<file path="config.mk">
export PLATFORM = sky130hd
export DESIGN_NAME = rgb_to_hsv_converter_flat
export DESIGN_NICKNAME = d
export VERILOG_FILES = /design/src/design/rhc_pkg.sv /design/src/design/rhc_interfaces.sv /design/src/design/rhc_front.sv /design/src/design/rhc_div_cell.sv /design/src/design/rgb_to_hsv_converter.sv /design/src/flat_wrapper.sv
export VERILOG_INCLUDE_DIRS = /design/src /design/src/design
export SDC_FILE = /design/constraint.sdc
export NUM_CORES = 2
export LEC_CHECK = 0
export ABC_AREA = 1
export BUFFER_PORTS_ARGS = -buffer_cell sky130_fd_sc_hd__buf_2
export CORE_MARGIN = 2
export CORE_UTILIZATION = 50
export CTS_CLUSTER_SIZE = 10
export DETAILED_ROUTE_END_ITERATION = 8
export PLACE_DENSITY_LB_ADDON = 0.08
export REMOVE_ABC_BUFFERS = 1
export SYNTH_ARGS = -nofsm -noshare
export SYNTH_HDL_FRONTEND = slang
export SYNTH_SLANG_ARGS = --single-unit
export TNS_END_PERCENT = 5
</file>
<file path="constraint.sdc">
create_clock -name clk -period 6.5 [get_ports clk]
set_clock_uncertainty 0.2 [all_clocks]
set_input_delay 0.65 -clock clk [delete_from_list [all_inputs] [get_ports clk]]
set_output_delay 0.65 -clock clk [all_outputs]
set_load 0.005 [all_outputs]
</file>
<file path="src/design/rgb_to_hsv_converter_defines.svh">
// Assertion macros shared by the RGB to HSV converter RTL.
// No dependencies; included by rhc_div_cell, the module that carries assertions.
`ifndef RGB_TO_HSV_CONVERTER_DEFINES_SVH
`define RGB_TO_HSV_CONVERTER_DEFINES_SVH

// Same-cycle implication, disabled while in reset
`define RHC_ASSERT_IMPL(label, clk, rst_n, ante, cons) \
    label: assert property (@(posedge clk) disable iff (!rst_n) (ante) |-> (cons)) \
        else $error("rhc assertion failed");

// Next-cycle implication, disabled while in reset
`define RHC_ASSERT_NEXT(label, clk, rst_n, ante, cons) \
    label: assert property (@(posedge clk) disable iff (!rst_n) (ante) |=> (cons)) \
        else $error("rhc assertion failed");

`endif

</file>
<file path="src/design/rhc_pkg.sv">
// Package for the RGB to HSV converter: widths and the stage payload type.
// No dependencies; used by the interfaces and all modules.
package rhc_pkg;

    localparam int CHANNEL_BITS  = 8;
    localparam int FRACTION_BITS = 16;
    // hue divisor is 6*d, which needs three more bits than a channel
    localparam int HDIV_BITS     = CHANNEL_BITS + 3;

    // Payload carried from cell to cell along the divider chain
    typedef struct packed {
        logic [CHANNEL_BITS-1:0]  value;
        logic                     full;
        logic [HDIV_BITS-1:0]     hue_rem;
        logic [HDIV_BITS-1:0]     hue_div;
        logic [CHANNEL_BITS-1:0]  sat_rem;
        logic [CHANNEL_BITS-1:0]  sat_div;
        logic [FRACTION_BITS-1:0] hue_q;
        logic [FRACTION_BITS-1:0] sat_q;
    } rhc_stage_t;

endpackage

</file>
<file path="src/design/rhc_interfaces.sv">
// Valid/ready channel interfaces for RGB pixels and HSV results.
// Depends on rhc_pkg for the field widths.
interface rhc_pixel_if;
    import rhc_pkg::*;

    logic                    valid;
    logic                    ready;
    logic [CHANNEL_BITS-1:0] red;
    logic [CHANNEL_BITS-1:0] green;
    logic [CHANNEL_BITS-1:0] blue;

    modport source (output valid, output red, output green, output blue, input ready);
    modport sink   (input valid, input red, input green, input blue, output ready);
endinterface

interface rhc_hsv_if;
    import rhc_pkg::*;

    logic                     valid;
    logic                     ready;
    logic [FRACTION_BITS-1:0] hue;
    logic [FRACTION_BITS-1:0] saturation;
    logic [CHANNEL_BITS-1:0]  value;

    modport source (output valid, output hue, output saturation, output value, input ready);
    modport sink   (input valid, input hue, input saturation, input value, output ready);
endinterface

</file>
<file path="src/design/rhc_front.sv">
// Front stage: max/min, chroma, hue numerator and divisors, registered.
// Depends on rhc_pkg; feeds the first divider cell.
module rhc_front
(
    input  logic                          clk,
    input  logic                          rst_n,
    input  logic                          up_valid,
    output logic                          up_ready,
    input  logic [rhc_pkg::CHANNEL_BITS-1:0] red,
    input  logic [rhc_pkg::CHANNEL_BITS-1:0] green,
    input  logic [rhc_pkg::CHANNEL_BITS-1:0] blue,
    output logic                          dn_valid,
    input  logic                          dn_ready,
    output rhc_pkg::rhc_stage_t           dn_data
);
    import rhc_pkg::*;

    logic       valid_reg;
    logic       valid_next;
    rhc_stage_t data_reg;
    rhc_stage_t data_next;

    assign up_ready = !valid_reg || dn_ready;
    assign dn_valid = valid_reg;
    assign dn_data  = data_reg;

    // Channel statistics and division setup
    always_comb
    begin
        logic [CHANNEL_BITS-1:0] mx;
        logic [CHANNEL_BITS-1:0] mn;
        logic [CHANNEL_BITS-1:0] d;
        logic [HDIV_BITS-1:0]    r_w;
        logic [HDIV_BITS-1:0]    g_w;
        logic [HDIV_BITS-1:0]    b_w;
        logic [HDIV_BITS-1:0]    d_w;
        logic [HDIV_BITS-1:0]    d6;
        logic [HDIV_BITS-1:0]    num;

        mx = red;
        if (green > mx)
        begin
            mx = green;
        end
        if (blue > mx)
        begin
            mx = blue;
        end
        mn = red;
        if (green < mn)
        begin
            mn = green;
        end
        if (blue < mn)
        begin
            mn = blue;
        end
        d = mx - mn;

        r_w = HDIV_BITS'(red);
        g_w = HDIV_BITS'(green);
        b_w = HDIV_BITS'(blue);
        d_w = HDIV_BITS'(d);
        d6  = (d_w << 2) + (d_w << 1);

        // Sector numerator; ties resolve to red, then green
        if (mx == red)
        begin
            if (green >= blue)
            begin
                num = g_w - b_w;
            end
            else
            begin
                num = d6 - (b_w - g_w);
            end
        end
        else if (mx == green)
        begin
            num = ((d_w << 1) + b_w) - r_w;
        end
        else
        begin
            num = ((d_w << 2) + r_w) - g_w;
        end

        data_next.value   = mx;
        // d equal to a nonzero max gives a quotient of one, which saturates
        data_next.full    = (d == mx) && (mx != '0);
        // zero divisors become one so the zero numerators give zero quotients
        data_next.hue_div = (d == '0) ? HDIV_BITS'(1) : d6;
        data_next.hue_rem = (d == '0) ? '0 : num;
        data_next.sat_div = (mx == '0) ? CHANNEL_BITS'(1) : mx;
        data_next.sat_rem = data_next.full ? '0 : d;
        data_next.hue_q   = '0;
        data_next.sat_q   = '0;
    end

    assign valid_next = up_ready ? up_valid : valid_reg;

    always_ff @(posedge clk or negedge rst_n)
    begin
        if (!rst_n)
        begin
            valid_reg <= 1'b0;
        end
        else
        begin
            valid_reg <= valid_next;
        end
    end

    always_ff @(posedge clk)
    begin
        if (up_valid && up_ready)
        begin
            data_reg <= data_next;
        end
    end

endmodule

</file>
<file path="src/design/rhc_div_cell.sv">
// Divider cell: one restoring step for hue and saturation, one quotient bit each.
// Depends on rhc_pkg and rgb_to_hsv_converter_defines.svh.
`include "rgb_to_hsv_converter_defines.svh"

module rhc_div_cell
(
    input  logic                clk,
    input  logic                rst_n,
    input  logic                up_valid,
    output logic                up_ready,
    input  rhc_pkg::rhc_stage_t up_data,
    output logic                dn_valid,
    input  logic                dn_ready,
    output rhc_pkg::rhc_stage_t dn_data
);
    import rhc_pkg::*;

    logic       valid_reg;
    logic       valid_next;
    rhc_stage_t data_reg;
    rhc_stage_t data_next;

    logic [HDIV_BITS:0]    hue_shift;
    logic [HDIV_BITS:0]    hue_diff;
    logic                  hue_take;
    logic [CHANNEL_BITS:0] sat_shift;
    logic [CHANNEL_BITS:0] sat_diff;
    logic                  sat_take;

    assign up_ready = !valid_reg || dn_ready;
    assign dn_valid = valid_reg;
    assign dn_data  = data_reg;

    // Shift remainder, trial subtract, shift the quotient bit in
    assign hue_shift = {up_data.hue_rem, 1'b0};
    assign hue_diff  = hue_shift - {1'b0, up_data.hue_div};
    assign hue_take  = hue_shift >= {1'b0, up_data.hue_div};
    assign sat_shift = {up_data.sat_rem, 1'b0};
    assign sat_diff  = sat_shift - {1'b0, up_data.sat_div};
    assign sat_take  = sat_shift >= {1'b0, up_data.sat_div};

    always_comb
    begin
        data_next         = up_data;
        data_next.hue_rem = hue_take ? hue_diff[HDIV_BITS-1:0] : hue_shift[HDIV_BITS-1:0];
        data_next.sat_rem = sat_take ? sat_diff[CHANNEL_BITS-1:0]
                                     : sat_shift[CHANNEL_BITS-1:0];
        data_next.hue_q   = {up_data.hue_q[FRACTION_BITS-2:0], hue_take};
        data_next.sat_q   = {up_data.sat_q[FRACTION_BITS-2:0], sat_take};
    end

    assign valid_next = up_ready ? up_valid : valid_reg;

    always_ff @(posedge clk or negedge rst_n)
    begin
        if (!rst_n)
        begin
            valid_reg <= 1'b0;
        end
        else
        begin
            valid_reg <= valid_next;
        end
    end

    always_ff @(posedge clk)
    begin
        if (up_valid && up_ready)
        begin
            data_reg <= data_next;
        end
    end

    // Remainders stay below their divisors, hue divisor never zero
    `RHC_ASSERT_IMPL(a_hue_rem_below_div, clk, rst_n, valid_reg, data_reg.hue_rem < data_reg.hue_div)
    `RHC_ASSERT_IMPL(a_sat_rem_below_div, clk, rst_n, valid_reg, data_reg.sat_rem < data_reg.sat_div)
    `RHC_ASSERT_IMPL(a_hue_div_nonzero, clk, rst_n, valid_reg, data_reg.hue_div != '0)
    // A stalled cell keeps its item
    `RHC_ASSERT_NEXT(a_hold_on_stall, clk, rst_n, valid_reg && !dn_ready, valid_reg && $stable(data_reg))

endmodule

</file>
<file path="src/design/rgb_to_hsv_converter.sv">
// Top level of the RGB to HSV converter: front stage plus a chain of divider cells.
// Depends on rhc_pkg, rhc_interfaces, rhc_front and rhc_div_cell.
//
//  channel   modport  fields                         role
//  pixel     sink     red, green, blue               one RGB pixel per transfer
//  hsv       source   hue, saturation, value         one HSV result per transfer
//
// Throughput is one pixel per cycle while the output is not stalled; the pipeline
// is one front stage, then one divider cell per quotient bit of the hue and
// saturation divisions.
// Every stage holds its own valid bit; a stalled output backs up stage by
// stage, and empty stages keep accepting while results wait.
// rst_n clears all valid bits asynchronously; payload registers are not reset.
module rgb_to_hsv_converter
(
    input  logic        clk,
    input  logic        rst_n,
    rhc_pixel_if.sink   pixel,
    rhc_hsv_if.source   hsv
);
    import rhc_pkg::*;

    logic       stage_valid [FRACTION_BITS+1];
    logic       stage_ready [FRACTION_BITS+1];
    rhc_stage_t stage_data  [FRACTION_BITS+1];

    // Front stage
    rhc_front u_front
    (
        .clk      (clk),
        .rst_n    (rst_n),
        .up_valid (pixel.valid),
        .up_ready (pixel.ready),
        .red      (pixel.red),
        .green    (pixel.green),
        .blue     (pixel.blue),
        .dn_valid (stage_valid[0]),
        .dn_ready (stage_ready[0]),
        .dn_data  (stage_data[0])
    );

    // Divider cell chain, one quotient bit per cell
    for (genvar i = 0; i < FRACTION_BITS; i++)
    begin : g_cell
        rhc_div_cell u_cell
        (
            .clk      (clk),
            .rst_n    (rst_n),
            .up_valid (stage_valid[i]),
            .up_ready (stage_ready[i]),
            .up_data  (stage_data[i]),
            .dn_valid (stage_valid[i+1]),
            .dn_ready (stage_ready[i+1]),
            .dn_data  (stage_data[i+1])
        );
    end

    // Output from the last cell; full chroma saturates
    assign hsv.valid                  = stage_valid[FRACTION_BITS];
    assign stage_ready[FRACTION_BITS] = hsv.ready;
    assign hsv.hue                    = stage_data[FRACTION_BITS].hue_q;
    assign hsv.saturation             = stage_data[FRACTION_BITS].full ? '1
                                      : stage_data[FRACTION_BITS].sat_q;
    assign hsv.value                  = stage_data[FRACTION_BITS].value;

endmodule

</file>
<file path="src/flat_wrapper.sv">
// flat-port wrapper written by rule: the top's interface ports become plain ports
module rgb_to_hsv_converter_flat import rhc_pkg::*;
  (clk, rst_n, pixel_valid, pixel_red, pixel_green, pixel_blue, pixel_ready, hsv_valid, hsv_hue, hsv_saturation, hsv_value, hsv_ready);
  rhc_pixel_if pixel_i ();
  rhc_hsv_if hsv_i ();
  input  logic clk;
  input  logic rst_n;
  input wire logic [$bits(pixel_i.valid)-1:0] pixel_valid;
  input wire logic [$bits(pixel_i.red)-1:0] pixel_red;
  input wire logic [$bits(pixel_i.green)-1:0] pixel_green;
  input wire logic [$bits(pixel_i.blue)-1:0] pixel_blue;
  output wire logic [$bits(pixel_i.ready)-1:0] pixel_ready;
  output wire logic [$bits(hsv_i.valid)-1:0] hsv_valid;
  output wire logic [$bits(hsv_i.hue)-1:0] hsv_hue;
  output wire logic [$bits(hsv_i.saturation)-1:0] hsv_saturation;
  output wire logic [$bits(hsv_i.value)-1:0] hsv_value;
  input wire logic [$bits(hsv_i.ready)-1:0] hsv_ready;
  assign pixel_i.valid = pixel_valid;
  assign pixel_i.red = pixel_red;
  assign pixel_i.green = pixel_green;
  assign pixel_i.blue = pixel_blue;
  assign pixel_ready = pixel_i.ready;
  assign hsv_valid = hsv_i.valid;
  assign hsv_hue = hsv_i.hue;
  assign hsv_saturation = hsv_i.saturation;
  assign hsv_value = hsv_i.value;
  assign hsv_i.ready = hsv_ready;
  rgb_to_hsv_converter u_core (.clk(clk), .rst_n(rst_n), .pixel(pixel_i), .hsv(hsv_i));
endmodule
</file>
Word-level counts from Yosys, hierarchy flattened
Cells that the tools add are included.
- add/sub/neg operators: 39
- $lt $le $gt $ge: 37
- equality and inequality tests: 3
- muxes and demuxes: 38
- reduce and logical (&&, ||, !) cells: 55
- operators with widths (kind ; count):
    $mux W11 ; 18
    $ge A12 B11 Y1 ; 16
    $sub A11 B11 Y11 ; 16
    $mux W8 ; 19
    $ge A9 B8 Y1 ; 16
    $sub A8 B8 Y8 ; 16
    $eq A8 B8 Y1 ; 3
    $logic_and A1 B1 Y1 ; 18
    $sub A8 B8 Y9 ; 2
    $logic_not A1 Y1 ; 17
    $logic_or A1 B1 Y1 ; 17
    $gt A8 B8 Y1 ; 2
    $logic_not A8 Y1 ; 2
    $lt A8 B8 Y1 ; 2
    $mux W16 ; 1
    $add A10 B8 Y11 ; 1
    $add A10 B9 Y11 ; 1
    $sub A10 B8 Y11 ; 1
    $sub A11 B8 Y11 ; 1
    $add A9 B8 Y10 ; 1
    $ge A8 B8 Y1 ; 1
    $reduce_bool A8 Y1 ; 1
- bits in registers: 1050
- output and inout bits: 42
- word-level logic and storage cells: 349

Longest topological paths before layout
- depth in word-level cells: 19
- depth in mapped cells: 52
- depth with buffers taken out: 49

Hierarchy
Synthesis repeated with hierarchy kept, for this count alone.
- cells, all modules: 6369
- area, all modules: 68039.0 µm²
- modules (own cells, without submodules) (module ; instances ; cells each ; area each (µm²) ; sequential area each (µm²)):
    rhc_div_cell ; 16 ; 344 ; 3846.2 ; 2397.3
    rhc_front ; 1 ; 831 ; 6364.9 ; 1436.4
    rgb_to_hsv_converter ; 1 ; 34 ; 135.1 ; 0.0

Worst setup path after synthesis
No wires, ideal clock.
- path kind: input to register
- from: input port pixel_green[1]
- to: register u_core.u_front.data_reg, in the netlist u_core.u_front.dn_data[68] (data pin)
- arrival time: 6834 ps
- required time: 6148 ps
- path slack: -685 ps
- stages on the path: 42
- buffers on the path: 3
- cell sequence: inv_1 ha_1 nand2_1 nand2_1 nand2_1 nand2_1 nand2_1 nand2_2 buf_6 clkbuf_1 o21ai_0 ha_1 a21oi_1 nor2_1 a211oi_1 nand2_2 buf_4 inv_1 [... 6 more ...] nand2_1 inv_1 fa_1 nand2_1 inv_1 or2_2 nand3_1 nand2_1 xor2_1 ha_1 a21oi_1 o21bai_1 a21o_1 nand2_1 nand2_1 o21ai_0 nand2_1 a31oi_1
- cells in the longest elaborated chain, start to end: 9
- ends and longest elaborated chain (what ; RTL line ; text):
    start, declared ; flat_wrapper.sv:10 ; input wire logic [$bits(pixel_i.green)-1:0] pixel_green;
    $gt A8 B8 Y1 or $lt A8 B8 Y1 (tied branches) ; rhc_front.sv:41, rhc_front.sv:50 ;
    $mux W8 (on tied branches) ; rhc_front.sv:41, rhc_front.sv:50 ;
    $gt A8 B8 Y1 or $lt A8 B8 Y1 (tied branches) ; rhc_front.sv:45, rhc_front.sv:54 ;
    $mux W8 (on tied branches) ; rhc_front.sv:45, rhc_front.sv:54 ;
    $sub A8 B8 Y8 ; rhc_front.sv:58 ; d = mx - mn;
    $add A10 B8 Y11, or another cell as far along ; rhc_front.sv:84 ; num = ((d_w << 2) + r_w) - g_w;
    $sub A11 B8 Y11, or another cell as far along ; rhc_front.sv:84 ;
    $mux W11 (on tied branches) ; rhc_front.sv:78, rhc_front.sv:69 ;
    $mux W11 ; rhc_front.sv:67 ; if (mx == red)
    end signal, assigned ; rhc_front.sv:117 ; data_reg <= data_next;
    end, declared ; rhc_front.sv:20 ; rhc_stage_t data_reg;
Parallel ways exist; a longest one is shown, timed or not.
A chain may end at the register's enable or synchronous reset.

==> results.txt <==
Status: complete, no violations
Tmin final: 6.145 ns
Startpoint Class: input pin
Register area share after synthesis: 61.18%
Placed insts: 5949
Worst hold path depth: 4
Tot Pwr: 29.64 mW
IO buf count: 69
Crit-path most repeated cell: nor2_1
Total track usage: 17.89%
Initial DRC count: 1604
Syn avg cell area: 11.62 µm²
Slew @ Worst Pin: 0.9342 ns
Setup_tns: 0 ns
VDD IR-drop max: 0.3581 mV
CP max stage cell: fa_1
Final WS setup: 0.3550 ns
Post-Synthesis Cells: 4422
Final Slew Violations: 0
Crit. End Element: flip-flop
Root buf cell: clkbuf_16
Die area: 105400 µm²
Pleak: 24.70 nW
Final Util: 56.86%
Max_slew headroom: 37.72%
Clk sinks: 1050
Crit-path max cell delay: 0.41 ns
GRT Residual Overflow: 0
Core area: 101900 µm²
Worst r2r path cells: 36
Critical R2R Capture: u_core.u_front.dn_data[75]
Vias in the first global route: 30450
Inserted Clock Buffers: 118
Antenna violations before repair: 0
Antenna Violating Nets Remaining: 0
# DRC: 0
Std-Cell Rows: 117
Fin. Hold Viols: 0
Crit Path Category: input pin to flip-flop
Vias/cell: 4.925
Synth Register Bits: 1050
Crit Path Max Fanout: 6
Share of layout cells above drive strength 1: 10.55%
Mapped Area: 51400 µm²
CTS H-tree depth: 3
Area after DPL: 54430 µm²
Tcrit/Tclk final: 94.54%
Synth Warn #: 0
Max-cap violations: 0
Antenna diodes: 0
Worst Hold Launch: hsv_ready
DR vias: 30140
Initial Utilization: 50.45%
First-pass GRT wire length: 152.0 mm
CTS tree: built
Area Overhead vs Synth: 12.72%
Layout fillers: 8473
Die Span Y: 324.6 µm
RSZ-0062 raised after global routing: true
Wire per inst: 15.17 µm
Fmax: 0.1627 GHz
Synth cell types: 54
Largest net degree at the start of global routing: 70
Post-route insts no fill: 6119
Clock-pin slew on the worst setup and hold paths: 0.05 ns
Arrival @ worst endpoint: 6.36 ns
Ys async rst share: 1.619%
Hold Path Class: input pin to flip-flop
Final hold slack: 0.05904 ns
Clock Tree Buf Depth: 3
Pwr/cell area: 511.5 nW/µm²
Post-Place Setup Slack: -0.5606 ns
R2R Setup Slk: 1.68 ns
Ys flop type: edfxtp_1
Final nets: 5173
Die X: 324.6 µm
Placed wire-length estimate: 70.31 mm
Endpoints failing setup: 0
I/O pin total: 70
Placer Congestion: 0.8734
Final wirelength: 92.84 mm
Worst-Skew Late Latency: 0.72 ns
Design Area, Final: 57940 µm²
DRT Pass-1 Iters: 5
Post-synth EDFFs: 1033
Hold Path End: u_core.g_cell[15].u_cell.dn_valid
Worst EP required: 6.72 ns
Crit Reg-Reg Startpoint: u_core.g_cell[15].u_cell.dn_valid
[cell usage in the layout (no fill, tap or decap), drive strengths merged, types with 8 or more instances in the layout]
cell,synthesis,layout
dfrtp,17,17
nor2,341,341
or2,22,22
a31oi,22,22
nand2,601,602
a211o,8,8
xor2,192,192
o22ai,10,10
fa,50,50
clkbuf,53,149
buf,31,248
a211oi,19,19
nand4,45,45
ha,386,386
edfxtp,1033,1033
o31ai,18,18
clkinv,0,13
nor3,42,42
inv,757,756
nor4,13,13
nand3,109,109
o21ai,340,340
a21oi,215,215
xnor2,51,51
o21bai,23,23
[worst max path at each step]
stage,start,to,slack (ns)
2_1_floorplan,pixel_green[1],u_core.u_front.dn_data[68],-0.65
3_3_place_gp,pixel_green[7],u_core.u_front.dn_data[68],-0.51
3_5_place_dp,pixel_green[7],u_core.u_front.dn_data[68],-0.56
4_1_cts,pixel_green[7],u_core.u_front.dn_data[68],0.12
5_1_grt,pixel_green[5],u_core.u_front.dn_data[69],-0.04
6_report,pixel_green[7],u_core.u_front.dn_data[69],0.35
[layout make-up]
cell class / instances / area, µm² / share of cell area (%)
clock buffers: 149 / 3100 / 5.352
clock inverters: 13 / 198.9 / 0.3434
multi-input cells: 2532 / 16900 / 29.17
well taps: 1368 / 1712 / 2.954
flip-flops and latches: 1050 / 31450 / 54.28
inverters: 757 / 2843 / 4.907
repair buffers: 250 / 1734 / 2.993
[sequential cells by signal, indices dropped and copies added, names as in the netlist]
name,cells
u_core.g_cell.u_cell.dn_data,986
u_core.u_front.dn_data,47
u_core.u_front.dn_valid,1
u_core.g_cell.u_cell.dn_valid,16
[routing by layer]
layer  track usage [%]  vias to the layer above  wire, µm  share of wire [%]
li1                  -                    15570         -                  -
met1             21.68                    13990     39540                 43
met2             32.53                      426     47400                 51
met3             2.723                      154      3495                3.8
met4             5.878                        0      2398                2.6
met5                 0                        -         0                  0
[critical path, delay by kind of cell]
kind / cells / cell delay [ns]
compound gates: 5 / 0.68
buf+inv: 9 / 0.88
simple gates: 24 / 2.30
fa+ha+maj: 6 / 1.83
[Yosys cell counts (5+ instances only)]
cell / instances / area share, %
inv_1: 752 / 5.5
xnor2_1: 49 / 0.83
o221ai_1: 7 / 0.12
nor3_1: 42 / 0.41
a21oi_1: 213 / 2.1
ha_1: 386 / 9.4
o21bai_1: 23 / 0.34
dfrtp_1: 17 / 0.83
o21ai_0: 329 / 3.2
nand4_1: 43 / 0.52
o22ai_1: 10 / 0.12
inv_2: 5 / 0.037
edfxtp_1: 1033 / 60
a211oi_1: 19 / 0.28
nand3_1: 96 / 0.93
or2_2: 20 / 0.24
a31oi_1: 22 / 0.27
xor2_1: 190 / 3.2
o31ai_1: 18 / 0.26
nor4_1: 12 / 0.15
buf_4: 25 / 0.37
fa_1: 50 / 1.9
o21ai_1: 6 / 0.058
a211o_1: 8 / 0.14
nand3_2: 13 / 0.25
clkbuf_1: 53 / 0.39
nand2_1: 583 / 4.3
nand2_2: 16 / 0.19
nor2_1: 338 / 2.5
[cell families after synthesis]
group	share of synthesized area, %
AO/OA/AOI/OAI	7.249
adder cells (fa/ha/maj)	11.34
flip-flops	61.18
buffers and inverters	6.363
XOR/XNOR	4.221
AND/OR/NAND/NOR	9.642
[power breakdown]
part / internal (mW) / switching [mW] / total (mW)
clock network: 3.30 / 2.47 / 5.78
logic: 5.21 / 7.39 / 12.6
registers: 10.4 / 0.869 / 11.3
[timing repair]
item | in CTS | in global routing
setup endpoints to repair | 0 | 6
setup buffers | 0 | 5
hold buffers | 2 | 0
resized for setup | 0 | 48
hold endpoints to repair | 18 | 0
No activity file was read; power rests on OpenSTA's default activity.
